--- config.mk ---
export PLATFORM = sky130hd
export DESIGN_NAME = bfb_ctrl
export DESIGN_NICKNAME = d
export VERILOG_FILES = /design/src/sv/assert_macros.svh /design/src/sv/bfb_pkg.sv /design/src/sv/bfb_ctrl.sv
export SDC_FILE = /design/constraint.sdc
export NUM_CORES = 1
export LEC_CHECK = 0
export BUFFER_PORTS_ARGS = -buffer_cell sky130_fd_sc_hd__buf_2
export CORE_MARGIN = 2
export CORE_UTILIZATION = 30
export CTS_BUF_LIST = sky130_fd_sc_hd__clkbuf_2
export DETAILED_ROUTE_END_ITERATION = 7
export REMOVE_ABC_BUFFERS = 1
export SLEW_MARGIN = 15
export SYNTH_ARGS = -nofsm -noshare
export SYNTH_HDL_FRONTEND = slang
export SYNTH_SLANG_ARGS = --single-unit
--- constraint.sdc ---
create_clock -name clk -period 5.4 [get_ports clk]
set_clock_uncertainty 0.1 [all_clocks]
set_input_delay 1.08 -clock clk [delete_from_list [all_inputs] [get_ports clk]]
set_output_delay 1.08 -clock clk [all_outputs]
set_load 0.1 [all_outputs]
--- src/sv/assert_macros.svh ---
// Assertion macros used by the top-level RTL file of the bin packer.
`ifndef ASSERT_MACROS_SVH
`define ASSERT_MACROS_SVH

`ifndef SYNTHESIS
`define BFB_ASSERT(label, clk, rst_n, prop) \
  label: assert property (@(posedge clk) disable iff (!rst_n) prop) \
    else $error("bin packer check failed");
`define BFB_ASSERT_ALWAYS(label, clk, prop) \
  label: assert property (@(posedge clk) prop) \
    else $error("bin packer check failed");
`else
`define BFB_ASSERT(label, clk, rst_n, prop)
`define BFB_ASSERT_ALWAYS(label, clk, prop)
`endif

`endif

--- src/sv/bfb_pkg.sv ---
// Package with the shared types and constants of the bin packer.
`default_nettype none

package bfb_pkg;

  localparam int unsigned W_W = 16;

  localparam logic [W_W-1:0] CAP_RESET = 16'hFFFF;

  localparam logic [1:0] STATUS_PLACED = 2'd0;
  localparam logic [1:0] STATUS_OVER   = 2'd1;
  localparam logic [1:0] STATUS_NOFIT  = 2'd2;

  typedef enum logic [1:0] {
    ST_IDLE,
    ST_SEARCH,
    ST_DECIDE
  } bfb_state_t;

  typedef struct packed {
    logic           found;
    logic [W_W-1:0] best;
    logic           was_used;
  } bfb_tok_t;

  typedef struct packed {
    logic           clr;
    logic [W_W-1:0] clr_val;
    logic           wr;
    logic [W_W-1:0] wr_val;
    logic [W_W-1:0] weight;
  } bfb_ctl_t;

endpackage

`default_nettype wire

--- src/sv/bfb_ctrl.sv ---
// Sequencer, capacity register, bin counter and result register of the bin packer.
`default_nettype none

module bfb_ctrl
  import bfb_pkg::*;
#(
  parameter int unsigned NUM_BINS = 64,
  parameter int unsigned IDX_W    = 6,
  parameter int unsigned CNT_W    = 6,
  parameter int unsigned UC_W     = 7
) (
  input  wire logic             clk,
  input  wire logic             rst_n,
  input  wire logic             in_valid,
  output logic                  in_ready,
  input  wire logic [W_W-1:0]   in_item_weight,
  input  wire logic             in_start_of_set,
  output logic                  out_valid,
  input  wire logic             out_ready,
  output logic [5:0]            out_bin_index,
  output logic [W_W-1:0]        out_bin_remaining,
  output logic [6:0]            out_bins_used,
  output logic [1:0]            out_status,
  input  wire logic             cfg_wr_en,
  input  wire logic [W_W-1:0]   cfg_wr_data,
  input  wire bfb_tok_t         tail_tok,
  input  wire logic [IDX_W-1:0] tail_idx,
  output bfb_ctl_t              ctl,
  output logic [IDX_W-1:0]      wr_idx
);

  localparam logic [CNT_W-1:0] LAST_CNT = CNT_W'(NUM_BINS - 1);

  bfb_state_t       state_r;
  bfb_state_t       state_nxt;
  logic [CNT_W-1:0] cnt_r;
  logic [W_W-1:0]   cap_r;
  logic [W_W-1:0]   weight_r;
  logic [UC_W-1:0]  used_cnt_r;
  logic [UC_W-1:0]  used_after;
  logic             out_valid_r;
  logic [5:0]       out_idx_r;
  logic [W_W-1:0]   out_rem_r;
  logic [6:0]       out_used_r;
  logic [1:0]       out_status_r;
  logic             fresh_r;
  bfb_tok_t         hold_tok_r;
  logic [IDX_W-1:0] hold_idx_r;
  bfb_tok_t         dec_tok;
  logic [IDX_W-1:0] dec_idx;
  logic             accept;
  logic             slot_free;
  logic             commit;
  logic             over;
  logic             placed;
  logic [1:0]       status;
  logic [IDX_W+5:0] idx_ext;
  logic [UC_W+6:0]  used_ext;

  always_comb begin
    state_nxt = state_r;
    unique case (state_r)
      ST_IDLE:   if (in_valid) state_nxt = ST_SEARCH;
      ST_SEARCH: if (cnt_r == LAST_CNT) state_nxt = ST_DECIDE;
      ST_DECIDE: if (slot_free) state_nxt = ST_IDLE;
      default:   state_nxt = ST_IDLE;
    endcase
  end

  always_comb begin
    dec_tok   = fresh_r ? tail_tok : hold_tok_r;
    dec_idx   = fresh_r ? tail_idx : hold_idx_r;
    in_ready  = (state_r == ST_IDLE);
    accept    = in_valid && in_ready;
    slot_free = !out_valid_r || out_ready;
    commit    = (state_r == ST_DECIDE) && slot_free;
    over      = (weight_r > cap_r);
    placed    = !over && dec_tok.found;
    if (over) begin
      status = STATUS_OVER;
    end else if (!dec_tok.found) begin
      status = STATUS_NOFIT;
    end else begin
      status = STATUS_PLACED;
    end
    used_after  = used_cnt_r + UC_W'(placed && !dec_tok.was_used);
    idx_ext     = {6'b0, dec_idx};
    used_ext    = {7'b0, used_after};
    ctl.clr     = accept && in_start_of_set;
    ctl.clr_val = cap_r;
    ctl.wr      = commit && placed;
    ctl.wr_val  = dec_tok.best;
    ctl.weight  = weight_r;
    wr_idx      = dec_idx;
  end

  always_ff @(posedge clk) begin
    if (!rst_n) begin
      state_r     <= ST_IDLE;
      cnt_r       <= '0;
      cap_r       <= CAP_RESET;
      used_cnt_r  <= '0;
      out_valid_r <= 1'b0;
      fresh_r     <= 1'b0;
    end else begin
      state_r <= state_nxt;
      fresh_r <= (state_r == ST_SEARCH) && (cnt_r == LAST_CNT);
      if (cfg_wr_en) begin
        cap_r <= cfg_wr_data;
      end
      if (accept) begin
        cnt_r <= '0;
      end else if (state_r == ST_SEARCH) begin
        cnt_r <= cnt_r + 1'b1;
      end
      if (ctl.clr) begin
        used_cnt_r <= '0;
      end else if (commit) begin
        used_cnt_r <= used_after;
      end
      if (commit) begin
        out_valid_r <= 1'b1;
      end else if (out_ready) begin
        out_valid_r <= 1'b0;
      end
    end
  end

  always_ff @(posedge clk) begin
    if (accept) begin
      weight_r <= in_item_weight;
    end
    if (state_r == ST_DECIDE) begin
      hold_tok_r <= dec_tok;
      hold_idx_r <= dec_idx;
    end
    if (commit) begin
      out_idx_r    <= placed ? idx_ext[5:0] : 6'd0;
      out_rem_r    <= placed ? dec_tok.best : '0;
      out_used_r   <= used_ext[6:0];
      out_status_r <= status;
    end
  end

  assign out_valid         = out_valid_r;
  assign out_bin_index     = out_idx_r;
  assign out_bin_remaining = out_rem_r;
  assign out_bins_used     = out_used_r;
  assign out_status        = out_status_r;

endmodule

`default_nettype wire

==> results of run 1 <==
cell usage in the layout (no fill, tap or decap), types with 2 or more instances in the layout:
cell / count
clkbuf_2: 9
nand2b_1: 3
nor2b_1: 7
or2_2: 2
nor2_2: 2
a21boi_0: 2
mux2i_1: 2
nand3_1: 4
and3_1: 2
buf_2: 150
nand2_1: 34
o21ai_0: 5
mux2_2: 24
inv_1: 19
o211ai_1: 15
xor2_1: 5
dfxtp_1: 33
xnor2_1: 7
ha_1: 19
bufinv_16: 2
nand4_1: 6
nor2b_2: 18
or3_1: 3
nor2_1: 14
buf_4: 4
and2_1: 2
a21oi_1: 11
clkinv_2: 2
inv_6: 2
edfxtp_1: 71
layer usage:
layer / up-vias / part of all wire [%] / global-route usage (%)
met2: 113 / 48 / 20.5
met4: 0 / 1.6 / 4.52
met1: 1449 / 44 / 15.2
met3: 15 / 6.7 / 3.81
met5: - / 0 / 0
li1: 1498 / - / -
critical path, cell delays in order (launching register included):
cell	delay, ns
edfxtp_1	0.48
ha_1	0.36
nand4_4	0.16
nor3_1	0.09
nor4_2	0.46
a41oi_4	0.30
nor2_2	0.20
buf_2	0.45
synthesized netlist by cell type, types with 2 or more instances:
| library cell | n | area [µm²] |
|---|---|---|
| nand4_1 | 6 | 37.5 |
| and3_1 | 2 | 12.5 |
| nor2b_1 | 7 | 43.8 |
| xnor2_1 | 7 | 61.3 |
| nor2b_2 | 18 | 158 |
| or3_1 | 3 | 18.8 |
| or2_2 | 2 | 12.5 |
| o21ai_0 | 5 | 25.0 |
| clkbuf_1 | 7 | 26.3 |
| dfxtp_1 | 33 | 661 |
| a21boi_0 | 2 | 15.0 |
| xor2_1 | 5 | 43.8 |
| o211ai_1 | 15 | 113 |
| buf_2 | 2 | 10.0 |
| nand2b_1 | 3 | 18.8 |
| buf_6 | 2 | 22.5 |
| mux2_2 | 24 | 270 |
| and2_1 | 2 | 12.5 |
| nor2_1 | 14 | 52.6 |
| a21oi_1 | 11 | 55.1 |
| nor2_2 | 2 | 12.5 |
| nand2_1 | 34 | 128 |
| nand3_1 | 4 | 20.0 |
| buf_4 | 16 | 120 |
| edfxtp_1 | 71 | 2130 |
| ha_1 | 19 | 238 |
| mux2i_1 | 2 | 20.0 |
| inv_1 | 19 | 71.3 |
power by group through the flow:
stage | logic (mW) | clock network [mW] | registers, mW
6_report | 0.236 | 0.432 | 0.874
5_1_grt | 0.253 | 0.480 | 0.877
4_1_cts | 0.238 | 0.457 | 0.875
3_5_place_dp | 0.237 | 0 | 0.891
3_3_place_gp | 0.235 | 0 | 0.890
2_1_floorplan | 0.0661 | 0 | 1.00
final cells by class:
class                      count  area, µm²
clock buffer                   9       45.0
clock inverter                 7       98.8
fill                        1466       9500
inverter                      19       71.3
multi-input combinational    199       1510
sequential                   104       2790
tap                          188        235
timing repair buffer         154        781
flip-flops by register name, indices dropped and copies added, names as in the netlist:
signal,cells
out_bin_index,6
fresh_r,1
out_bins_used,7
cap_r,16
out_valid,1
out_status,2
weight_r,16
hold_tok_r,18
state_r,2
out_bin_remaining,16
cnt_r,6
hold_idx_r,6
used_cnt_r,7
worst paths after layout:
check | start | to | slack, ns | cells after the start
max reg2reg | weight_r[14] | used_cnt_r[6] | 1.90 | 12
min reg2reg | used_cnt_r[0] | used_cnt_r[0] | 0.39 | 2
max | weight_r[14] | ctl[32] | 1.12 | 7
min | used_cnt_r[0] | used_cnt_r[0] | 0.39 | 2
metrics by stage:
step | cells | hold slack (ns) | utilization, % | instance area (µm²) | setup WS, ns
2_1_floorplan | 322 | 0.341 | - | 4370 | 0.849
3_3_place_gp | 664 | 0.348 | 35.8 | 5390 | 1.72
3_5_place_dp | 664 | 0.358 | 35.8 | 5390 | 1.70
4_1_cts | 680 | 0.386 | 36.8 | 5530 | 0.998
5_1_grt | 680 | 0.419 | 36.8 | 5530 | 0.863
6_report | 680 | 0.390 | 36.8 | 5530 | 1.12
logic make-up after synthesis:
family	count (synthesis)	share of synthesized area, %
fa+ha+maj	19	5.22
simple gates	104	13.3
buf+inv	46	5.50
xor+xnor	12	2.31
mux	26	6.38
flops	104	61.4
compound gates	38	5.91
==> flow_metrics.tcl, run 1 <==
set metrics [dict create \
    cts_tree "done" \
    power_density_nw_per_um2 279 \
    crit_type "flop to output pin" \
    dp_hpwl_mm 7.19 \
    syn_to_final_growth_pct 21.6 \
    dieArea_um2 16200 \
    drtAntennaViolNets 0 \
    grt_pass1_wl_mm 15.6 \
    syn_avg_cell_area_um2 13.0 \
    fp-row-count 45 \
    htreeDepth 3 \
    antenna_found_initial 0 \
    p_int_mw 1.08 \
    grt_pass1_vias 3162 \
    power_mw 1.54 \
    synth.distinct_cells 40 \
    setup_viol 0 \
    io_buffers 150 \
    synth_edf_count 71 \
    rsz0062_at_grt "false" \
    hold_class "flop to flop" \
    synth_seq_area_share_pct 61.4 \
    drc 0 \
    io_pins 151 \
    clock.fmax_mhz 234 \
    tns_ns 0 \
    required_ns 4.22 \
    post_cts_resized 0 \
    cp-end-kind "output pin" \
    slew_headroom_pct 57.6 \
    ys_async_sr_fraction_pct 0 \
    core_area_um2 15000 \
    overflow 0 \
    clockBufferDepth 2 \
    track_usage_pct 12.4 \
    hold_viol_final 0 \
    nets 568 \
    cts_sinks 104 \
    drive_gt1_share_pct 44.9 \
    synth_cells 349 \
    initialDrtViolationCount 230 \
    p_seq_share_pct 56.7 \
    via_per_inst 4.52 \
    cts_root_buf "clkbuf_2" \
    clkPwrFrac_pct 28.0 \
    clk_pin_slew_ns 0.29 \
    leakage_nw 2.34 \
    ys_warn_count 0 \
    die_w_um 127 \
    drv_slew 0 \
    die_h_um 127 \
    num_vias 3075 \
    drv_cap 0 \
    tightest_slew_ns 0.636 \
    ir_drop_mv 0.152 \
    insertedDiodeCount 0 \
    post_cts_buffers 0 \
    synth_ff_type "edfxtp_1" \
    numCtsBuffers 9 \
    pwr-share-comb_pct 15.3 \
    cp-start-kind "flop" \
    start_util_pct 30.3 \
    ctsHoldBuffers 0 \
    clk_latency_ns 0.60 \
    wl_per_cell_um 14.3 \
    cp_data_arrival_time_ns 3.10 \
    grt_max_degree 32 \
    post-route-period-util_pct 79.3 \
    p_sw_mw 0.465 \
    ys_ff_latch 104 \
    dr.pass1.iters 4 \
    switching_share_pct 30.1 \
    critPathMaxFanout 8 \
    post-route-min-period_ns 4.28 \
    gp_congestion 0.680 \
    synth_area_um2 4550 \
    drt-total-wl_mm 9.75 \
    status "finished, final reports clean" \
]
Note: power is estimated with default switching activity, not from simulation.
==> inputs of run 2 (changes only) <==
clock period = 4 ns   (was 5.4 ns; I/O delays follow)
==> run 2 against run 1 <==
  * Sequential cell count did not move
  * Clock power is 22% higher
  * Die area did not move
  * Utilization down 0.12 points
  * Critical endpoint unchanged
  * Setup slack lost 0.80 ns
==> flow_metrics.tcl, run 2 (synthesis gave the netlist of run 1 again) <==
set metrics [dict create \
    start_util_pct 30.3 \
    post-route-min-period_ns 3.68 \
    grt_busiest_layer "met2" \
    track_usage_pct 12.2 \
    fin_cells 680 \
    slew_headroom_pct 53.3 \
    clock.fmax_mhz 272 \
    power_density_nw_per_um2 367 \
    dr.pass1.iters 4 \
    fp-row-count 45 \
    cp-start-kind "flop" \
    post-route-period-util_pct 91.9 \
    tns_ns 0 \
    final_cell_mix "buf_2, edfxtp_1, nand2_1" \
    num_vias 3067 \
    io_pins 151 \
    use_met3_pct 4.44 \
    multiInputGateArea_um2 1510 \
    wl_per_cell_um 14.3 \
    crit_type "flop to output pin" \
    clockBufferDepth 2 \
    required_ns 3.10 \
    largest-register "hold_tok_r" \
    syn_to_final_growth_pct 21.2 \
    initialDrtViolationCount 102 \
    nets 568 \
    clk_pin_slew_ns 0.31 \
    htreeDepth 3 \
    core_area_um2 15000 \
    ir_drop_mv 0.211 \
    via_per_inst 4.51 \
    power_mw 2.02 \
    placed_area_um2 5390 \
    antenna_found_initial 0 \
    drc 0 \
    cts_root_buf "clkbuf_2" \
    drtAntennaViolNets 0 \
    cts_tree "done" \
    die_w_um 127 \
    hold_class "input port to flop" \
    grt_pass1_vias 3143 \
    leakage_nw 2.33 \
    insertedDiodeCount 0 \
    drv_slew 0 \
    tightest_slew_ns 0.700 \
    setup_viol 0 \
    dp_hpwl_mm 7.13 \
    gp_congestion 0.756 \
    hold_viol_final 0 \
    placed_cells 664 \
    largest_reg_flops 18 \
    grt_use_met1_pct 14.3 \
    dieArea_um2 16200 \
    rsz0062_at_grt "false" \
    grt_pass1_wl_mm 15.3 \
    drt-total-wl_mm 9.71 \
    finalInstanceArea_um2 5520 \
    drive_gt1_share_pct 44.9 \
    post_cts_buffers 0 \
    cp-end-kind "output pin" \
    overflow 0 \
    status "finished, final reports clean" \
    cts_sinks 104 \
    die_h_um 127 \
    nFillCells 1471 \
    io_buffers 150 \
    layout_commonest_cell "buf_2" \
    grtUsageMet2_pct 20.6 \
    drv_cap 0 \
    seqCellArea_um2 2790 \
    clk_latency_ns 0.62 \
    critPathMaxFanout 5 \
    numCtsBuffers 9 \
    grt_max_degree 33 \
    cp_data_arrival_time_ns 2.78 \
]
==> run 2: final timing paths <==
kind / from / end / slack, ns / cells past startpoint
max: cap_r[15] / ctl[32] / 0.32 / 8
min: in_item_weight[8] / weight_r[8] / 0.22 / 1
max reg2reg: cap_r[15] / used_cnt_r[6] / 0.73 / 13
min reg2reg: used_cnt_r[0] / used_cnt_r[0] / 0.38 / 2
==> run 2: area by class of cell <==
cell class | count | area share (%)
clock inverters | 7 | 1.43
multi-input cells | 199 | 27.4
inverters | 19 | 1.29
well taps | 188 | 4.26
repair buffers | 154 | 14.2
clock buffers | 9 | 0.817
flip-flops and latches | 104 | 50.6
==> run 2: report_power, final <==
group | switching [mW] | leakage, nW | internal, mW
Clock | 0.374 | 0.0761 | 0.154
Sequential | 0.0124 | 0.938 | 1.17
Combinational | 0.245 | 1.32 | 0.0728
Total | 0.631 | 2.33 | 1.39
==> run 2: repair_timing <==
action	4_1_cts	5_1_grt
resized for setup	0	1
hold buffers	0	0
setup endpoints to repair	0	1
==> run 2: worst max-delay path, cell delays in order, from the launching register on <==
cell and delay (ns):
dfxtp_1 0.41, inv_1 0.07, ha_1 0.33, nand4_4 0.15, nor3_1 0.08, nor4_2 0.40, a41oi_4 0.19, nor2_2 0.16
clkbuf_4 0.35
==> run 2: stage by stage <==
step                worst slack, ns  hold slack [ns]  util, %
finish                        0.325            0.218     36.7
global route                 0.0917            0.133     36.7
CTS                           0.105            0.153     36.7
detailed placement            0.778            0.356     35.8
global placement              0.884            0.350     35.8
floorplan                    -0.271            0.341        -
==> run 2: metal layers <==
layer | wire [µm] | part of all wire [%] | vias to the layer above
li1 | - | - | 1494
met1 | 4160 | 43 | 1449
met2 | 4580 | 47 | 109
met3 | 818 | 8.4 | 15
met4 | 157 | 1.6 | 0
met5 | 0 | 0 | -
==> inputs of run 3 (changes only) <==
BUFFER_PORTS_ARGS = -buffer_cell sky130_fd_sc_hd__clkbuf_2   (was -buffer_cell sky130_fd_sc_hd__buf_2)
clock period = 3.9 ns   (was 4 ns; I/O delays follow)
==> run 3 against run 2 <==
  * Non-clock buffer count is 4 higher
  * Routed wire length is 0.50% lower
  * Cell count is 0.59% higher
  * First-iteration DRC count is 13% lower
  * Largest cell class unchanged
  * Utilization is 0.51 points higher
==> flow_metrics.tcl, run 3 (synthesis gave the netlist of run 1 again) <==
set metrics [dict create \
    wl_per_cell_um 14.1 \
    nets 572 \
    via_per_inst 4.43 \
    grt_busiest_layer "met2" \
    gp_congestion 0.818 \
    ctsHoldBuffers 0 \
    crit_type "flop to output pin" \
    crit_slowest_cell "edfxtp_1" \
    insertedDiodeCount 0 \
    dr.pass1.iters 4 \
    syn_to_final_growth_pct 22.8 \
    dp_hpwl_mm 7.10 \
    clockBufferDepth 2 \
    htreeDepth 3 \
    dieArea_um2 16200 \
    cpPeakStageDelay_ns 0.46 \
    leakage_nw 2.40 \
    io_pins 151 \
    path_cells "ha_1, a21oi_1, nor3_2, nor4_2, buf_4, a41oi_4, buf_12, nor2_2, buf_12" \
    cp_num_buf_inv 3 \
    tightest_slew_ns 0.660 \
    drv_slew 0 \
    nFillCells 1479 \
    post-route-min-period_ns 3.61 \
    rsz0062_at_grt "false" \
    placed_cells 664 \
    die_h_um 127 \
    grt_pass1_wl_mm 15.2 \
    fin_cells 684 \
    grt_use_met1_pct 14.7 \
    largest-register "hold_tok_r" \
    cp-end-kind "output pin" \
    drtAntennaViolNets 0 \
    status "finished, final reports clean" \
    track_usage_pct 12.1 \
    slew_headroom_pct 55.9 \
    cts_sinks 104 \
    timing.critical_path.mode_cell "buf_12" \
    use_met3_pct 4.61 \
    path_delay_family "buffers and inverters" \
    start_util_pct 30.3 \
    die_w_um 127 \
    layout_commonest_cell "clkbuf_2" \
    final_cell_mix "clkbuf_2, edfxtp_1, nand2_1" \
    clk_pin_slew_ns 0.30 \
    power_density_nw_per_um2 373 \
    drive_gt1_share_pct 45.6 \
    ir_drop_mv 0.299 \
    grt_pass1_vias 3072 \
    drv_cap 0 \
    post-route-period-util_pct 92.7 \
    hold_class "input port to flop" \
    core_area_um2 15000 \
    critPathMaxFanout 12 \
    overflow 0 \
    placed_area_um2 5400 \
    hold_viol_final 0 \
    required_ns 3.02 \
    cp-start-kind "flop" \
    grt_max_degree 35 \
    grtUsageMet2_pct 19.9 \
    hold-worst-slack_ns 0.214 \
    numCtsBuffers 9 \
    initialDrtViolationCount 89 \
    drc 0 \
    fp-row-count 45 \
    clock.fmax_mhz 277 \
    tns_ns 0 \
    largest_reg_flops 18 \
    cts_tree "done" \
    num_vias 3030 \
    drt-total-wl_mm 9.66 \
    cp_data_arrival_time_ns 2.73 \
    setup_viol 0 \
    io_buffers 150 \
    finalInstanceArea_um2 5590 \
    antenna_found_initial 0 \
    clk_latency_ns 0.61 \
    cts_root_buf "clkbuf_2" \
]
## run 3: cell types whose count changed in the layout (fill, tap and decap cells not counted), moves of 2 or more
cell | before | now
buf_12 | 0 | 2
buf_2 | 149 | 0
buf_4 | 4 | 6
clkbuf_2 | 9 | 158
## run 3: worst paths after layout
kind	startpoint	end	slack, ns	cells after the start
hold / removal	in_item_weight[2]	weight_r[2]	0.21	1
hold reg to reg	used_cnt_r[0]	used_cnt_r[0]	0.38	2
setup / recovery	weight_r[9]	ctl[32]	0.29	9
setup reg to reg	weight_r[9]	used_cnt_r[6]	0.48	14
## run 3: final cells by class
cell class	count	area, µm²	share of cell area (%)
clock buffers	9	45.0	0.806
clock inverters	7	77.6	1.39
inverters	19	71.3	1.28
multi-input cells	199	1510	27.1
flip-flops and latches	104	2790	49.9
well taps	188	235	4.21
repair buffers	158	856	15.3
## run 3: per-stage QoR
stage	worst slack, ns	util, %	power (mW)
global placement	0.790	35.9	1.56
detailed placement	0.677	35.9	1.56
floorplan	-0.351	-	1.48
finish	0.285	37.2	2.08
CTS	0.0121	36.8	2.11
global route	0.0739	37.2	2.18
## run 3: power by group
| part | switching, mW | internal [mW] | total (mW) |
|---|---|---|---|
| Combinational | 0.253 | 0.0811 | 0.334 |
| Clock | 0.382 | 0.157 | 0.539 |
| Sequential | 0.0132 | 1.20 | 1.21 |
| Total | 0.648 | 1.44 | 2.08 |
## run 3: metal layers
layer  up-vias  wire, µm
li1       1499         -
met1      1412      4270
met2       108      4500
met3        11       769
met4         0       127
met5         -         0
## run 3: what timing repair did
| action | in CTS | in global routing |
|---|---|---|
| setup buffers | 0 | 3 |
| cloned | 0 | 1 |
| pin swaps | 0 | 2 |
| hold endpoints to repair | 0 | 0 |
| setup endpoints to repair | 1 | 1 |
| resized for setup | 1 | 3 |
