[src/sv/assert_macros.svh]
// Assertion macros used by the top-level RTL file of the bin packer.
`ifndef ASSERT_MACROS_SVH
`define ASSERT_MACROS_SVH

`ifndef SYNTHESIS
`define BFB_ASSERT(label, clk, rst_n, prop) \
  label: assert property (@(posedge clk) disable iff (!rst_n) prop) \
    else $error("bin packer check failed");
`define BFB_ASSERT_ALWAYS(label, clk, prop) \
  label: assert property (@(posedge clk) prop) \
    else $error("bin packer check failed");
`else
`define BFB_ASSERT(label, clk, rst_n, prop)
`define BFB_ASSERT_ALWAYS(label, clk, prop)
`endif

`endif

[src/sv/bfb_pkg.sv]
// Package with the shared types and constants of the bin packer.
`default_nettype none

package bfb_pkg;

  localparam int unsigned W_W = 16;

  localparam logic [W_W-1:0] CAP_RESET = 16'hFFFF;

  localparam logic [1:0] STATUS_PLACED = 2'd0;
  localparam logic [1:0] STATUS_OVER   = 2'd1;
  localparam logic [1:0] STATUS_NOFIT  = 2'd2;

  typedef enum logic [1:0] {
    ST_IDLE,
    ST_SEARCH,
    ST_DECIDE
  } bfb_state_t;

  typedef struct packed {
    logic           found;
    logic [W_W-1:0] best;
    logic           was_used;
  } bfb_tok_t;

  typedef struct packed {
    logic           clr;
    logic [W_W-1:0] clr_val;
    logic           wr;
    logic [W_W-1:0] wr_val;
    logic [W_W-1:0] weight;
  } bfb_ctl_t;

endpackage

`default_nettype wire

[src/sv/bfb_cell.sv]
// One bin cell: holds a bin's remaining capacity and used flag, and refines the search token.
`default_nettype none

module bfb_cell
  import bfb_pkg::*;
#(
  parameter int unsigned IDX_W    = 6,
  parameter int unsigned CELL_IDX = 0
) (
  input  wire logic             clk,
  input  wire logic             rst_n,
  input  wire bfb_ctl_t         ctl,
  input  wire logic [IDX_W-1:0] wr_idx,
  input  wire bfb_tok_t         tok_in,
  input  wire logic [IDX_W-1:0] idx_in,
  output bfb_tok_t              tok_out,
  output logic [IDX_W-1:0]      idx_out
);

  localparam logic [IDX_W-1:0] MY_IDX = IDX_W'(CELL_IDX);

  logic [W_W-1:0]   rem_r;
  logic [W_W-1:0]   rem_nxt;
  logic             used_r;
  logic             used_nxt;
  bfb_tok_t         tok_r;
  bfb_tok_t         tok_nxt;
  logic [IDX_W-1:0] idx_r;
  logic [IDX_W-1:0] idx_nxt;
  logic             fits;
  logic [W_W-1:0]   after;
  logic             take;

  always_comb begin
    rem_nxt  = rem_r;
    used_nxt = used_r;
    if (ctl.clr) begin
      rem_nxt  = ctl.clr_val;
      used_nxt = 1'b0;
    end else if (ctl.wr && (wr_idx == MY_IDX)) begin
      rem_nxt  = ctl.wr_val;
      used_nxt = 1'b1;
    end
  end

  always_comb begin
    fits  = (rem_r >= ctl.weight);
    after = rem_r - ctl.weight;
    take  = fits && (!tok_in.found || (after < tok_in.best));
    if (take) begin
      tok_nxt.found    = 1'b1;
      tok_nxt.best     = after;
      tok_nxt.was_used = used_r;
      idx_nxt          = MY_IDX;
    end else begin
      tok_nxt = tok_in;
      idx_nxt = idx_in;
    end
  end

  always_ff @(posedge clk) begin
    if (!rst_n) begin
      rem_r  <= CAP_RESET;
      used_r <= 1'b0;
    end else begin
      rem_r  <= rem_nxt;
      used_r <= used_nxt;
    end
  end

  always_ff @(posedge clk) begin
    tok_r <= tok_nxt;
    idx_r <= idx_nxt;
  end

  assign tok_out = tok_r;
  assign idx_out = idx_r;

endmodule

`default_nettype wire

[config.mk]
export PLATFORM = sky130hd
export DESIGN_NAME = bfb_cell
export DESIGN_NICKNAME = d
export VERILOG_FILES = /design/src/sv/assert_macros.svh /design/src/sv/bfb_pkg.sv /design/src/sv/bfb_cell.sv
export SDC_FILE = /design/constraint.sdc
export NUM_CORES = 1
export LEC_CHECK = 0
export BUFFER_PORTS_ARGS = -buffer_cell sky130_fd_sc_hd__buf_2
export CAP_MARGIN = 20
export CORE_ASPECT_RATIO = 0.6
export CORE_MARGIN = 5
export CORE_UTILIZATION = 45
export CTS_CLUSTER_DIAMETER = 50
export DETAILED_ROUTE_END_ITERATION = 6
export PLACE_DENSITY = 0.77
export SYNTH_ARGS = -nofsm -noshare
export SYNTH_HDL_FRONTEND = slang
export SYNTH_SLANG_ARGS = --single-unit
export TNS_END_PERCENT = 20
[constraint.sdc]
create_clock -name clk -period 4.5 [get_ports clk]
set_clock_uncertainty 0.1 [all_clocks]
set_input_delay 1.35 -clock clk [delete_from_list [all_inputs] [get_ports clk]]
set_output_delay 1.35 -clock clk [all_outputs]
set_load 0.1 [all_outputs]
==> run_summary.xml, run 1 <==
<?xml version="1.0" encoding="UTF-8"?>
<metrics>
  <group name="cells_and_area">
    <metric name="drive_above_1_share" unit="%">50.3</metric>
    <metric name="antenna_cells" unit="">0</metric>
    <metric name="filler_cell_count" unit="">499</metric>
    <metric name="syn_to_final_growth" unit="%">47.6</metric>
    <metric name="number_of_nets_in_the_layout" unit="">592</metric>
    <metric name="finish.utilization" unit="%">69.5</metric>
  </group>
  <group name="power">
    <metric name="combinational_group_share_of_total_power" unit="%">55.0</metric>
    <metric name="p_seq_share" unit="%">24.6</metric>
    <metric name="powerDensity" unit="mW/mm2">412</metric>
    <metric name="power.clock.fraction" unit="%">20.4</metric>
    <metric name="power.ir.vdd_worst" unit="mV">0.365</metric>
    <metric name="internal_power" unit="uW">996</metric>
    <metric name="switching_share" unit="%">43.8</metric>
    <metric name="power_leakage" unit="nW">2.16</metric>
    <metric name="total_net_switching_power" unit="uW">778</metric>
  </group>
  <group name="timing">
    <metric name="report.final.hold_viol_count" unit="">0</metric>
    <metric name="worst_slew_pin_tran" unit="ns">0.705</metric>
    <metric name="slew_headroom" unit="%">52.9</metric>
    <metric name="clock.fmax" unit="MHz">223</metric>
    <metric name="setup_tns" unit="ns">0</metric>
    <metric name="final_max_slew_viol_count" unit="">0</metric>
    <metric name="layout_worst_path_cycle_share" unit="%">99.5</metric>
    <metric name="layout_min_cycle_time" unit="ns">4.48</metric>
    <metric name="rsz_0062_raised_after_global_routing" unit="">yes</metric>
    <metric name="hold_slack" unit="ns">0.486</metric>
    <metric name="timing.final.setup_violations" unit="">0</metric>
    <metric name="worst_slack" unit="ns">0.0243</metric>
  </group>
  <group name="clock_tree">
    <metric name="cts_tree" unit="">yes</metric>
    <metric name="tritoncts_num_sinks" unit="">41</metric>
    <metric name="cts_made_buffers" unit="">5</metric>
    <metric name="path_clk_slew" unit="ns">0.08</metric>
    <metric name="root_buffer" unit="">clkbuf_8</metric>
    <metric name="cts-root-to-sink-buffers" unit="">2</metric>
    <metric name="clk-insertion-delay-late" unit="ns">0.30</metric>
    <metric name="ctsHoldBuffers" unit="">0</metric>
    <metric name="number_of_h_tree_levels" unit="">2</metric>
  </group>
  <group name="floorplanning">
    <metric name="die_area" unit="mm2">0.00824</metric>
    <metric name="starting_density_of_the_core" unit="%">47.1</metric>
    <metric name="rows" unit="">22</metric>
    <metric name="fp.coreArea" unit="mm2">0.00619</metric>
    <metric name="die_height" unit="um">72.4</metric>
    <metric name="floorplan.die.width" unit="um">114</metric>
    <metric name="boundaryPins" unit="">106</metric>
  </group>
  <group name="yosys">
    <metric name="post_synth_top_cells" unit="">dfxtp_1, inv_1, ha_1</metric>
    <metric name="synth.yosys.warnings" unit="">0</metric>
    <metric name="synth_enable_flop_cells" unit="">0</metric>
    <metric name="ys_async_sr_fraction" unit="%">0</metric>
    <metric name="netlist_area" unit="mm2">0.00292</metric>
    <metric name="yosys.area.top_type_share" unit="%">28.1</metric>
    <metric name="netlist_top_cells_area" unit="">dfxtp_1, ha_1, mux2_2</metric>
    <metric name="yosysMostFrequentCell" unit="">dfxtp_1</metric>
    <metric name="ys_types" unit="">54</metric>
    <metric name="synthCells" unit="">321</metric>
    <metric name="yosysTopAreaCell" unit="">dfxtp_1</metric>
    <metric name="synth_seq_area_share" unit="%">28.1</metric>
    <metric name="ys_dominant_reg_cell" unit="">dfxtp_1</metric>
    <metric name="avgSynthCellArea" unit="um2">9.09</metric>
    <metric name="synthesized_netlist_net_count" unit="">435</metric>
    <metric name="synth.ff_latch_count" unit="">41</metric>
  </group>
  <group name="routing">
    <metric name="drtIter0Drc" unit="">116</metric>
    <metric name="wl_met1" unit="um">4190</metric>
    <metric name="dr_wl_met3" unit="um">777</metric>
    <metric name="maxUsedRoutingLayer" unit="">met4</metric>
    <metric name="detailedRoute.firstPassIterationCount" unit="">4</metric>
    <metric name="detailroute.wirelength.met2" unit="um">3670</metric>
    <metric name="route.vias.total" unit="">2886</metric>
    <metric name="route.antenna.remaining_nets" unit="">0</metric>
    <metric name="post_drt_via_cell_ratio" unit="">5.13</metric>
    <metric name="routed_wire_length" unit="um">8690</metric>
    <metric name="drt_drc_violations_left" unit="">0</metric>
    <metric name="route.detailed.wl_per_inst" unit="um">15.4</metric>
  </group>
  <group name="worst_setup_path">
    <metric name="critical_path_startpoint_category" unit="">input pin</metric>
    <metric name="rr_endpoint" unit="">tok_out[8]</metric>
    <metric name="critical_path.cell_chain" unit="">buf_2, inv_1, ha_2, and2b_1, o31a_4, o21a_4, a41oi_2, xnor2_2, ha_1, nand3_2, a21oi_2, o31a_1, a211oi_4, buf_4, buf_6, mux2_4</metric>
    <metric name="timing.critical_path.to_type" unit="">flip-flop</metric>
    <metric name="category_of_the_critical_setup_timing_path" unit="">input pin to flip-flop</metric>
    <metric name="r2r_start" unit="">rem_r[0]</metric>
    <metric name="critical_path_peak_fanout" unit="">5</metric>
    <metric name="worstPathRequired" unit="ns">4.59</metric>
    <metric name="critical-path-slowest-cell" unit="">o31a_4</metric>
    <metric name="timing.reg2reg.setup_slack" unit="ns">0.70</metric>
    <metric name="cell_family_contributing_the_most_delay_on_the_critical_path" unit="">compound AO/OA/AOI/OAI gates</metric>
    <metric name="sum_of_buffers_and_inverters_on_the_critical_path" unit="">4</metric>
    <metric name="cpPeakStageDelay" unit="ns">0.38</metric>
    <metric name="arrival" unit="ns">4.57</metric>
    <metric name="logic_depth_of_the_worst_setup_path_including_buffers" unit="">16</metric>
    <metric name="rr_worst_depth" unit="">16</metric>
  </group>
  <group name="grt">
    <metric name="grt.overflow.total" unit="">0</metric>
    <metric name="first_pass_grt_wire_length" unit="um">12800</metric>
    <metric name="grt_antenna_before_repair" unit="">0</metric>
    <metric name="grt_pass1_vias" unit="">2713</metric>
    <metric name="pin_count_of_the_biggest_net_entering_global_routing" unit="">19</metric>
    <metric name="global_route_usage_over_all_layers" unit="%">19.1</metric>
  </group>
  <group name="placement">
    <metric name="gp_routability_congestion" unit="">0.896</metric>
    <metric name="post-dp-hpwl" unit="um">6470</metric>
    <metric name="dp_slack" unit="ns">-0.372</metric>
    <metric name="place.port_buffers" unit="">105</metric>
  </group>
  <group name="worst_hold_path">
    <metric name="min_path_cells" unit="">2</metric>
    <metric name="worst_hold_startpoint" unit="">used_r</metric>
    <metric name="min_to" unit="">used_r</metric>
    <metric name="hold_wc_path_type" unit="">flip-flop to flip-flop</metric>
  </group>
  <group name="flow_run">
    <metric name="maxCapViolCount" unit="">0</metric>
  </group>
  <group name="status">
    <metric name="run_status" unit="">complete, no violations</metric>
  </group>
</metrics>
-- through the flow --
stage	power, mW	std cells	instance area (um2)
2_1_floorplan	1.09	321	2920
5_1_grt	1.86	563	4300
6_report	1.77	563	4300
4_1_cts	1.66	544	3900
3_5_place_dp	1.29	535	3740
3_3_place_gp	1.27	535	3740
-- logic make-up after synthesis --
logic type	after synthesis	synth area share [%]
and+or+nand+nor	81	13.7
AOI/OAI and AO/OA	62	14.8
buffers and inverters	48	7.42
muxes	48	19.3
DFF	41	28.1
adders and majority gates	32	14.0
xor gates and xnor gates	9	2.70
-- cell type report --
cell class | count | area [um2] | share of cell area (%)
Inverter | 38 | 143 | 3.31
Tap cell | 84 | 105 | 2.44
Clock buffer | 5 | 68.8 | 1.60
Multi-Input combinational cell | 232 | 2140 | 49.7
Timing Repair Buffer | 160 | 958 | 22.3
Sequential cell | 41 | 821 | 19.1
Clock inverter | 3 | 68.8 | 1.60
-- worst min-delay path, stage by stage, from the launching register on --
cell and delay [ns]:
dfxtp_1 0.35, a21oi_1 0.13, nor3b_1 0.06
-- what timing repair did --
action	in CTS	in global routing
pin swaps	1	33
gates resized for setup	5	54
cloned	0	1
setup buffers	1	18
setup endpoints to repair	15	23
hold endpoints to repair	0	0
-- worst max path at each step --
stage	from	endpoint	slack [ns]
after floorplan	ctl[2]	tok_out[14]	0.006
after global placement	ctl[0]	tok_out[16]	-0.33
after detailed placement	ctl[0]	tok_out[16]	-0.37
after CTS	ctl[0]	tok_out[16]	0.02
after global routing	ctl[0]	tok_out[9]	-0.07
final	ctl[2]	tok_out[8]	0.02
-- per-layer routing --
layer / vias up / GRT usage (%)
met5: - / 0
met4: 0 / 3.56
met3: 6 / 4.67
met2: 126 / 27.8
met1: 1327 / 28.7
li1: 1427 / -
-- sequential cells by signal, indices dropped and copies added (netlist names) --
register,count
rem_r,16
idx_out,6
tok_out,18
used_r,1
-- cell usage in the layout, fill, tap and decap left out, drive strengths merged, types with 2 or more instances in the layout --
cell type	instances
nor2b	6
xor2	3
inv	39
or2	4
dfxtp	41
ha	31
and2	2
mux2i	19
mux2	29
nor2	14
and4	2
a21o	6
nand4	3
nand3	6
nand2	29
and3	2
o31ai	2
o211ai	3
a21oi	20
xnor2	6
bufinv	2
o31a	2
o21ai	8
o21a	6
a211oi	4
nor3	5
nand2b	2
nor3b	2
clkbuf	5
a21boi	2
buf	160
-- power by group through the flow --
stage	clock network, mW	registers (mW)	logic, mW
after global routing	0.382	0.444	1.03
final	0.361	0.436	0.976
after CTS	0.364	0.436	0.856
after detailed placement	0	0.444	0.842
after floorplan	0	0.784	0.307
after global placement	0	0.443	0.826
Power figures use the tool's default switching activity.
==> run 2: changes to the inputs <==
Settings changed: RECOVER_POWER set to 50.
==> run 2 against run 1 <==
  * Global-route usage stayed put
  * First-iteration DRC count increased by 11%
  * Highest routed layer unchanged
  * Design area down 0.70%
  * Core utilization fell by 0.48 points
  * Routed wire length rose by 0.48%
  * Power down 0.63%
  * Maximum frequency up 0.15%
  * Non-clock buffer count stayed put
  * Via count shrank 0.31%
  * Cell count stayed put
  * Largest power group unchanged
  * Setup slack improved by 0.0067 ns
  * Critical path depth is the same
==> run_summary.xml, run 2 (synthesis gave the netlist of run 1 again) <==
<?xml version="1.0" encoding="UTF-8"?>
<metrics>
  <group name="status">
    <metric name="run_status" unit="">complete, no violations</metric>
  </group>
  <group name="clock_tree">
    <metric name="cts-root-to-sink-buffers" unit="">2</metric>
    <metric name="clk-insertion-delay-late" unit="ns">0.29</metric>
    <metric name="path_clk_slew" unit="ns">0.08</metric>
    <metric name="cts_made_buffers" unit="">5</metric>
    <metric name="number_of_h_tree_levels" unit="">2</metric>
    <metric name="tritoncts_num_sinks" unit="">41</metric>
    <metric name="root_buffer" unit="">clkbuf_8</metric>
    <metric name="cts_tree" unit="">yes</metric>
  </group>
  <group name="timing">
    <metric name="clock.fmax" unit="MHz">224</metric>
    <metric name="rsz_0062_raised_after_global_routing" unit="">yes</metric>
    <metric name="final_max_slew_viol_count" unit="">0</metric>
    <metric name="worst_slack" unit="ns">0.0310</metric>
    <metric name="slew_headroom" unit="%">19.9</metric>
    <metric name="worst_slew_pin_tran" unit="ns">1.21</metric>
    <metric name="report.final.hold_viol_count" unit="">0</metric>
    <metric name="setup_tns" unit="ns">0</metric>
    <metric name="layout_worst_path_cycle_share" unit="%">99.3</metric>
    <metric name="layout_min_cycle_time" unit="ns">4.47</metric>
    <metric name="timing.final.setup_violations" unit="">0</metric>
  </group>
  <group name="grt">
    <metric name="grt_antenna_before_repair" unit="">0</metric>
    <metric name="first_pass_grt_wire_length" unit="um">12800</metric>
    <metric name="grt_pass1_vias" unit="">2713</metric>
    <metric name="pin_count_of_the_biggest_net_entering_global_routing" unit="">19</metric>
    <metric name="global_route_usage_over_all_layers" unit="%">19.1</metric>
    <metric name="grt.overflow.total" unit="">0</metric>
  </group>
  <group name="power">
    <metric name="power_leakage" unit="nW">2.09</metric>
    <metric name="power.ir.vdd_worst" unit="mV">0.360</metric>
    <metric name="powerDensity" unit="mW/mm2">412</metric>
  </group>
  <group name="floorplanning">
    <metric name="starting_density_of_the_core" unit="%">47.1</metric>
    <metric name="rows" unit="">22</metric>
    <metric name="die_area" unit="mm2">0.00824</metric>
    <metric name="fp.coreArea" unit="mm2">0.00619</metric>
    <metric name="die_height" unit="um">72.4</metric>
    <metric name="floorplan.die.width" unit="um">114</metric>
    <metric name="boundaryPins" unit="">106</metric>
  </group>
  <group name="routing">
    <metric name="drtIter0Drc" unit="">129</metric>
    <metric name="route.vias.total" unit="">2877</metric>
    <metric name="detailedRoute.firstPassIterationCount" unit="">4</metric>
    <metric name="post_drt_via_cell_ratio" unit="">5.11</metric>
    <metric name="route.antenna.remaining_nets" unit="">0</metric>
    <metric name="routed_wire_length" unit="um">8730</metric>
    <metric name="drt_drc_violations_left" unit="">0</metric>
    <metric name="route.detailed.wl_per_inst" unit="um">15.5</metric>
  </group>
  <group name="cells_and_area">
    <metric name="drive_above_1_share" unit="%">45.3</metric>
    <metric name="number_of_nets_in_the_layout" unit="">592</metric>
    <metric name="largest_register_ffs" unit="">18</metric>
    <metric name="filler_cell_count" unit="">517</metric>
    <metric name="final_common_cell" unit="">buf_2</metric>
    <metric name="syn_to_final_growth" unit="%">46.5</metric>
    <metric name="antenna_cells" unit="">0</metric>
    <metric name="most-common-layout-cells" unit="">buf_2, buf_4, dfxtp_1</metric>
    <metric name="area_taken_by_multi_input_logic_gates" unit="mm2">0.00214</metric>
    <metric name="ff_latch_area" unit="um2">821</metric>
  </group>
  <group name="flow_run">
    <metric name="maxCapViolCount" unit="">0</metric>
  </group>
  <group name="worst_hold_path">
    <metric name="hold_wc_path_type" unit="">flip-flop to flip-flop</metric>
    <metric name="min_path_cells" unit="">2</metric>
    <metric name="min_to" unit="">used_r</metric>
    <metric name="worst_hold_startpoint" unit="">used_r</metric>
  </group>
  <group name="worst_setup_path">
    <metric name="worstPathRequired" unit="ns">4.59</metric>
    <metric name="r2r_start" unit="">rem_r[0]</metric>
    <metric name="cell_family_contributing_the_most_delay_on_the_critical_path" unit="">compound AO/OA/AOI/OAI gates</metric>
    <metric name="arrival" unit="ns">4.56</metric>
    <metric name="sum_of_buffers_and_inverters_on_the_critical_path" unit="">4</metric>
    <metric name="critical_path_startpoint_category" unit="">input pin</metric>
    <metric name="cpPeakStageDelay" unit="ns">0.38</metric>
    <metric name="timing.reg2reg.setup_slack" unit="ns">0.71</metric>
    <metric name="timing.critical_path.to_type" unit="">flip-flop</metric>
    <metric name="critical_path.cell_chain" unit="">buf_2, inv_1, ha_2, and2b_1, o31a_4, o21a_4, a41oi_2, xnor2_2, ha_1, nand3_2, a21oi_2, o31a_1, a211oi_4, buf_4, buf_6, mux2_4</metric>
    <metric name="critical-path-slowest-cell" unit="">o31a_4</metric>
    <metric name="rr_endpoint" unit="">tok_out[8]</metric>
    <metric name="category_of_the_critical_setup_timing_path" unit="">input pin to flip-flop</metric>
    <metric name="critical_path_peak_fanout" unit="">5</metric>
    <metric name="rr_worst_depth" unit="">16</metric>
  </group>
  <group name="placement">
    <metric name="post-dp-hpwl" unit="um">6470</metric>
    <metric name="dp_slack" unit="ns">-0.372</metric>
    <metric name="place.port_buffers" unit="">105</metric>
    <metric name="gp_routability_congestion" unit="">0.896</metric>
  </group>
</metrics>
-- run 2: cell count changes in the layout (fill, tap and decap cells not counted) --
cell	before	now
buf_2	103	79
clkbuf_1	0	24
-- run 2: through the flow --
stage	hold WS, ns	util (%)	instances	power [mW]	instance area, um2
after floorplan	0.357	-	321	1.09	2920
after global placement	0.441	60.3	535	1.27	3740
after detailed placement	0.452	60.3	535	1.29	3740
after CTS	0.470	63.0	544	1.66	3900
after global routing	0.490	69.0	563	1.85	4270
final	0.489	69.0	563	1.76	4270
-- run 2: worst max path at each step --
stage                start           to  slack [ns]  cells after the start
finish              ctl[2]   tok_out[8]        0.03                     16
global route        ctl[0]   tok_out[9]       -0.07                     16
CTS                 ctl[0]  tok_out[16]        0.02                     15
detailed placement  ctl[0]  tok_out[16]       -0.37                     15
global placement    ctl[0]  tok_out[16]       -0.33                     15
floorplan           ctl[2]  tok_out[14]       0.006                     14
-- run 2: where the power goes --
| part | total, mW | internal, mW | switching [mW] |
|---|---|---|---|
| logic | 0.963 | 0.341 | 0.622 |
| registers | 0.438 | 0.419 | 0.0198 |
| clock network | 0.361 | 0.223 | 0.138 |
-- run 2: cell type report --
cell class                 count  share of cell area, %
tap                           84                   2.46
inverter                      38                   3.34
multi-input combinational    232                   50.1
sequential                    41                   19.2
clock inverter                 3                   1.61
timing repair buffer         160                   21.7
clock buffer                   5                   1.61
-- run 2: worst reg2reg max path, delay by kind of cell (launching register included) --
family,cells,cell delay [ns]
buffers and inverters,3,0.43
DFF,1,0.30
AOI/OAI and AO/OA,6,1.45
xor gates and xnor gates,1,0.17
muxes,1,0.30
and+or+nand+nor,2,0.29
adders and majority gates,3,0.66
-- run 2: repair_timing --
| item | 4_1_cts | 5_1_grt |
|---|---|---|
| buffers inserted | 1 | 18 |
| pin swaps | 1 | 33 |
| resized for setup | 5 | 54 |
| gates cloned | 0 | 1 |
| setup endpoints to repair | 15 | 23 |
| hold buffers | 0 | 0 |
-- run 2: routing by layer --
metal | part of all wire (%) | up-vias | global-route usage [%]
li1 | - | 1429 | -
met1 | 47 | 1317 | 28.7
met2 | 42 | 125 | 27.8
met5 | 0 | - | 0
met3 | 9.9 | 6 | 4.67
met4 | 0.58 | 0 | 3.56
==> run 3: changes to the inputs <==
Settings changed: SETUP_SLACK_MARGIN set to 0.15.
==> run 3 against run 2 <==
  * Non-clock buffer count rose by 8
  * Combinational power grew 6%
  * Highest routed layer unchanged
  * Clock power shrank 29%
  * Critical path type unchanged
==> run_summary.xml, run 3 (synthesis gave the netlist of run 1 again) <==
<?xml version="1.0" encoding="UTF-8"?>
<metrics>
  <group name="timing">
    <metric name="final_max_slew_viol_count" unit="">0</metric>
    <metric name="rsz_0062_raised_after_global_routing" unit="">yes</metric>
    <metric name="worst_slew_pin_tran" unit="ns">1.19</metric>
    <metric name="timing.final.setup_violations" unit="">0</metric>
    <metric name="layout_worst_path_cycle_share" unit="%">97.3</metric>
    <metric name="clock.fmax" unit="MHz">228</metric>
    <metric name="slew_headroom" unit="%">20.9</metric>
    <metric name="layout_min_cycle_time" unit="ns">4.38</metric>
    <metric name="hold_slack" unit="ns">0.463</metric>
    <metric name="report.final.hold_viol_count" unit="">0</metric>
    <metric name="worst_slack" unit="ns">0.121</metric>
    <metric name="setup_tns" unit="ns">0</metric>
  </group>
  <group name="worst_setup_path">
    <metric name="category_of_the_critical_setup_timing_path" unit="">input pin to flip-flop</metric>
    <metric name="critical_path_startpoint_category" unit="">input pin</metric>
    <metric name="critical_path_source" unit="">ctl[1]</metric>
    <metric name="cp-endpoint" unit="">tok_out[15]</metric>
    <metric name="arrival" unit="ns">4.46</metric>
    <metric name="rr_worst_depth" unit="">15</metric>
    <metric name="rr_endpoint" unit="">tok_out[15]</metric>
    <metric name="r2r_start" unit="">rem_r[0]</metric>
    <metric name="worstPathRequired" unit="ns">4.59</metric>
    <metric name="timing.reg2reg.setup_slack" unit="ns">0.76</metric>
    <metric name="critical_path_peak_fanout" unit="">7</metric>
    <metric name="timing.critical_path.to_type" unit="">flip-flop</metric>
  </group>
  <group name="power">
    <metric name="power_leakage" unit="nW">2.15</metric>
    <metric name="powerDensity" unit="mW/mm2">387</metric>
    <metric name="power.ir.vdd_worst" unit="mV">0.337</metric>
  </group>
  <group name="placement">
    <metric name="post-place-cells" unit="">540</metric>
    <metric name="gp_routability_congestion" unit="">0.903</metric>
    <metric name="place.port_buffers" unit="">105</metric>
    <metric name="dp_slack" unit="ns">-0.230</metric>
    <metric name="post-dp-hpwl" unit="um">6730</metric>
  </group>
  <group name="grt">
    <metric name="grt.overflow.total" unit="">0</metric>
    <metric name="pin_count_of_the_biggest_net_entering_global_routing" unit="">19</metric>
    <metric name="first_pass_grt_wire_length" unit="um">13900</metric>
    <metric name="global_route_usage_over_all_layers" unit="%">20.8</metric>
    <metric name="grt_antenna_before_repair" unit="">0</metric>
    <metric name="grt_pass1_vias" unit="">2934</metric>
  </group>
  <group name="clock_tree">
    <metric name="tritoncts_num_sinks" unit="">41</metric>
    <metric name="clk-insertion-delay-late" unit="ns">0.29</metric>
    <metric name="root_buffer" unit="">clkbuf_8</metric>
    <metric name="cts_made_buffers" unit="">5</metric>
    <metric name="path_clk_slew" unit="ns">0.08</metric>
    <metric name="cts-root-to-sink-buffers" unit="">2</metric>
    <metric name="cts_tree" unit="">yes</metric>
    <metric name="number_of_h_tree_levels" unit="">2</metric>
  </group>
  <group name="routing">
    <metric name="route.detailed.wl_per_inst" unit="um">15.9</metric>
    <metric name="route.vias.total" unit="">2889</metric>
    <metric name="detailroute.wirelength.met2" unit="um">3810</metric>
    <metric name="maxUsedRoutingLayer" unit="">met4</metric>
    <metric name="wl_met1" unit="um">4380</metric>
    <metric name="route.antenna.remaining_nets" unit="">0</metric>
    <metric name="drt_drc_violations_left" unit="">0</metric>
    <metric name="detailedRoute.firstPassIterationCount" unit="">6</metric>
    <metric name="routed_wire_length" unit="um">9070</metric>
    <metric name="dr_wl_met3" unit="um">771</metric>
    <metric name="drtIter0Drc" unit="">139</metric>
    <metric name="post_drt_via_cell_ratio" unit="">5.06</metric>
  </group>
  <group name="floorplanning">
    <metric name="rows" unit="">22</metric>
    <metric name="boundaryPins" unit="">106</metric>
    <metric name="die_height" unit="um">72.4</metric>
    <metric name="die_area" unit="mm2">0.00824</metric>
    <metric name="floorplan.die.width" unit="um">114</metric>
    <metric name="fp.coreArea" unit="mm2">0.00619</metric>
    <metric name="starting_density_of_the_core" unit="%">47.1</metric>
  </group>
  <group name="cells_and_area">
    <metric name="finish.utilization" unit="%">71.5</metric>
    <metric name="largest_register_ffs" unit="">18</metric>
    <metric name="ff_latch_area" unit="um2">821</metric>
    <metric name="number_of_nets_in_the_layout" unit="">600</metric>
    <metric name="final_common_cell" unit="">buf_2</metric>
    <metric name="filler_cell_count" unit="">464</metric>
    <metric name="area_taken_by_multi_input_logic_gates" unit="mm2">0.00224</metric>
    <metric name="most-common-layout-cells" unit="">buf_2, buf_4, dfxtp_1</metric>
    <metric name="antenna_cells" unit="">0</metric>
    <metric name="fin_cells" unit="">571</metric>
    <metric name="syn_to_final_growth" unit="%">51.7</metric>
    <metric name="drive_above_1_share" unit="%">48.0</metric>
  </group>
  <group name="worst_hold_path">
    <metric name="hold_wc_path_type" unit="">flip-flop to flip-flop</metric>
  </group>
  <group name="status">
    <metric name="run_status" unit="">complete, no violations</metric>
  </group>
  <group name="flow_run">
    <metric name="maxCapViolCount" unit="">0</metric>
  </group>
</metrics>
==> run 3: cell types whose count changed in the layout (fill, tap and decap cells not counted), moves of 2 or more <==
cell       delta
buf_4         +4
buf_6         +4
ha_4          +4
a21oi_1       -3
ha_1          -3
a21oi_2       +2
bufinv_16     -2
inv_1         -2
mux2_2        -2
mux2_4        +2
xnor2_1       -2
==> run 3: layer usage <==
metal | up-vias | global-route usage, %
met3 | 10 | 5.42
met2 | 135 | 32.9
li1 | 1448 | -
met5 | - | 0
met1 | 1296 | 29.3
met4 | 0 | 3.16
==> run 3: timing repair <==
item,CTS,global route
endpoints found under the hold margin,0,0
buffers inserted,18,5
setup endpoints to repair,12,23
pin swaps,17,32
hold buffers,0,0
gates resized for setup,17,46
==> run 3: worst min-delay path by stage <==
stage | startpoint | end | slack (ns) | depth (start not counted)
final | used_r | used_r | 0.46 | 2
after global routing | used_r | tok_out[0] | 0.48 | 1
after CTS | used_r | used_r | 0.45 | 2
after detailed placement | used_r | tok_out[0] | 0.44 | 1
after global placement | used_r | tok_out[0] | 0.44 | 1
after floorplan | used_r | tok_out[0] | 0.36 | 1
==> run 3: final cells by class <==
class | instances | share of cell area [%]
Multi-Input combinational cell | 232 | 50.7
Timing Repair Buffer | 168 | 22.9
Sequential cell | 41 | 18.5
Inverter | 38 | 3.28
Tap cell | 84 | 2.37
Clock buffer | 6 | 1.87
Clock inverter | 2 | 0.311
==> run 3: critical path, stage by stage <==
cell	delay, ns
buf_8	0.10
buf_4	0.13
fa_2	0.37
and2b_1	0.23
o31a_4	0.16
o21a_4	0.19
a41oi_4	0.14
xnor2_2	0.24
ha_1	0.31
nand3_2	0.10
a21oi_2	0.06
o31a_1	0.34
a211oi_4	0.24
buf_6	0.19
mux2_4	0.31
==> run 3: power breakdown <==
part           internal (mW)  switching, mW
sequential             0.419         0.0203
combinational          0.374          0.642
clock                  0.124          0.133
==> run 3: through the flow <==
| stage | total power [mW] | instance area (um2) |
|---|---|---|
| floorplan | 1.10 | 2980 |
| global route | 1.80 | 4430 |
| CTS | 1.64 | 4180 |
| global placement | 1.29 | 3840 |
| detailed placement | 1.31 | 3840 |
| finish | 1.71 | 4430 |
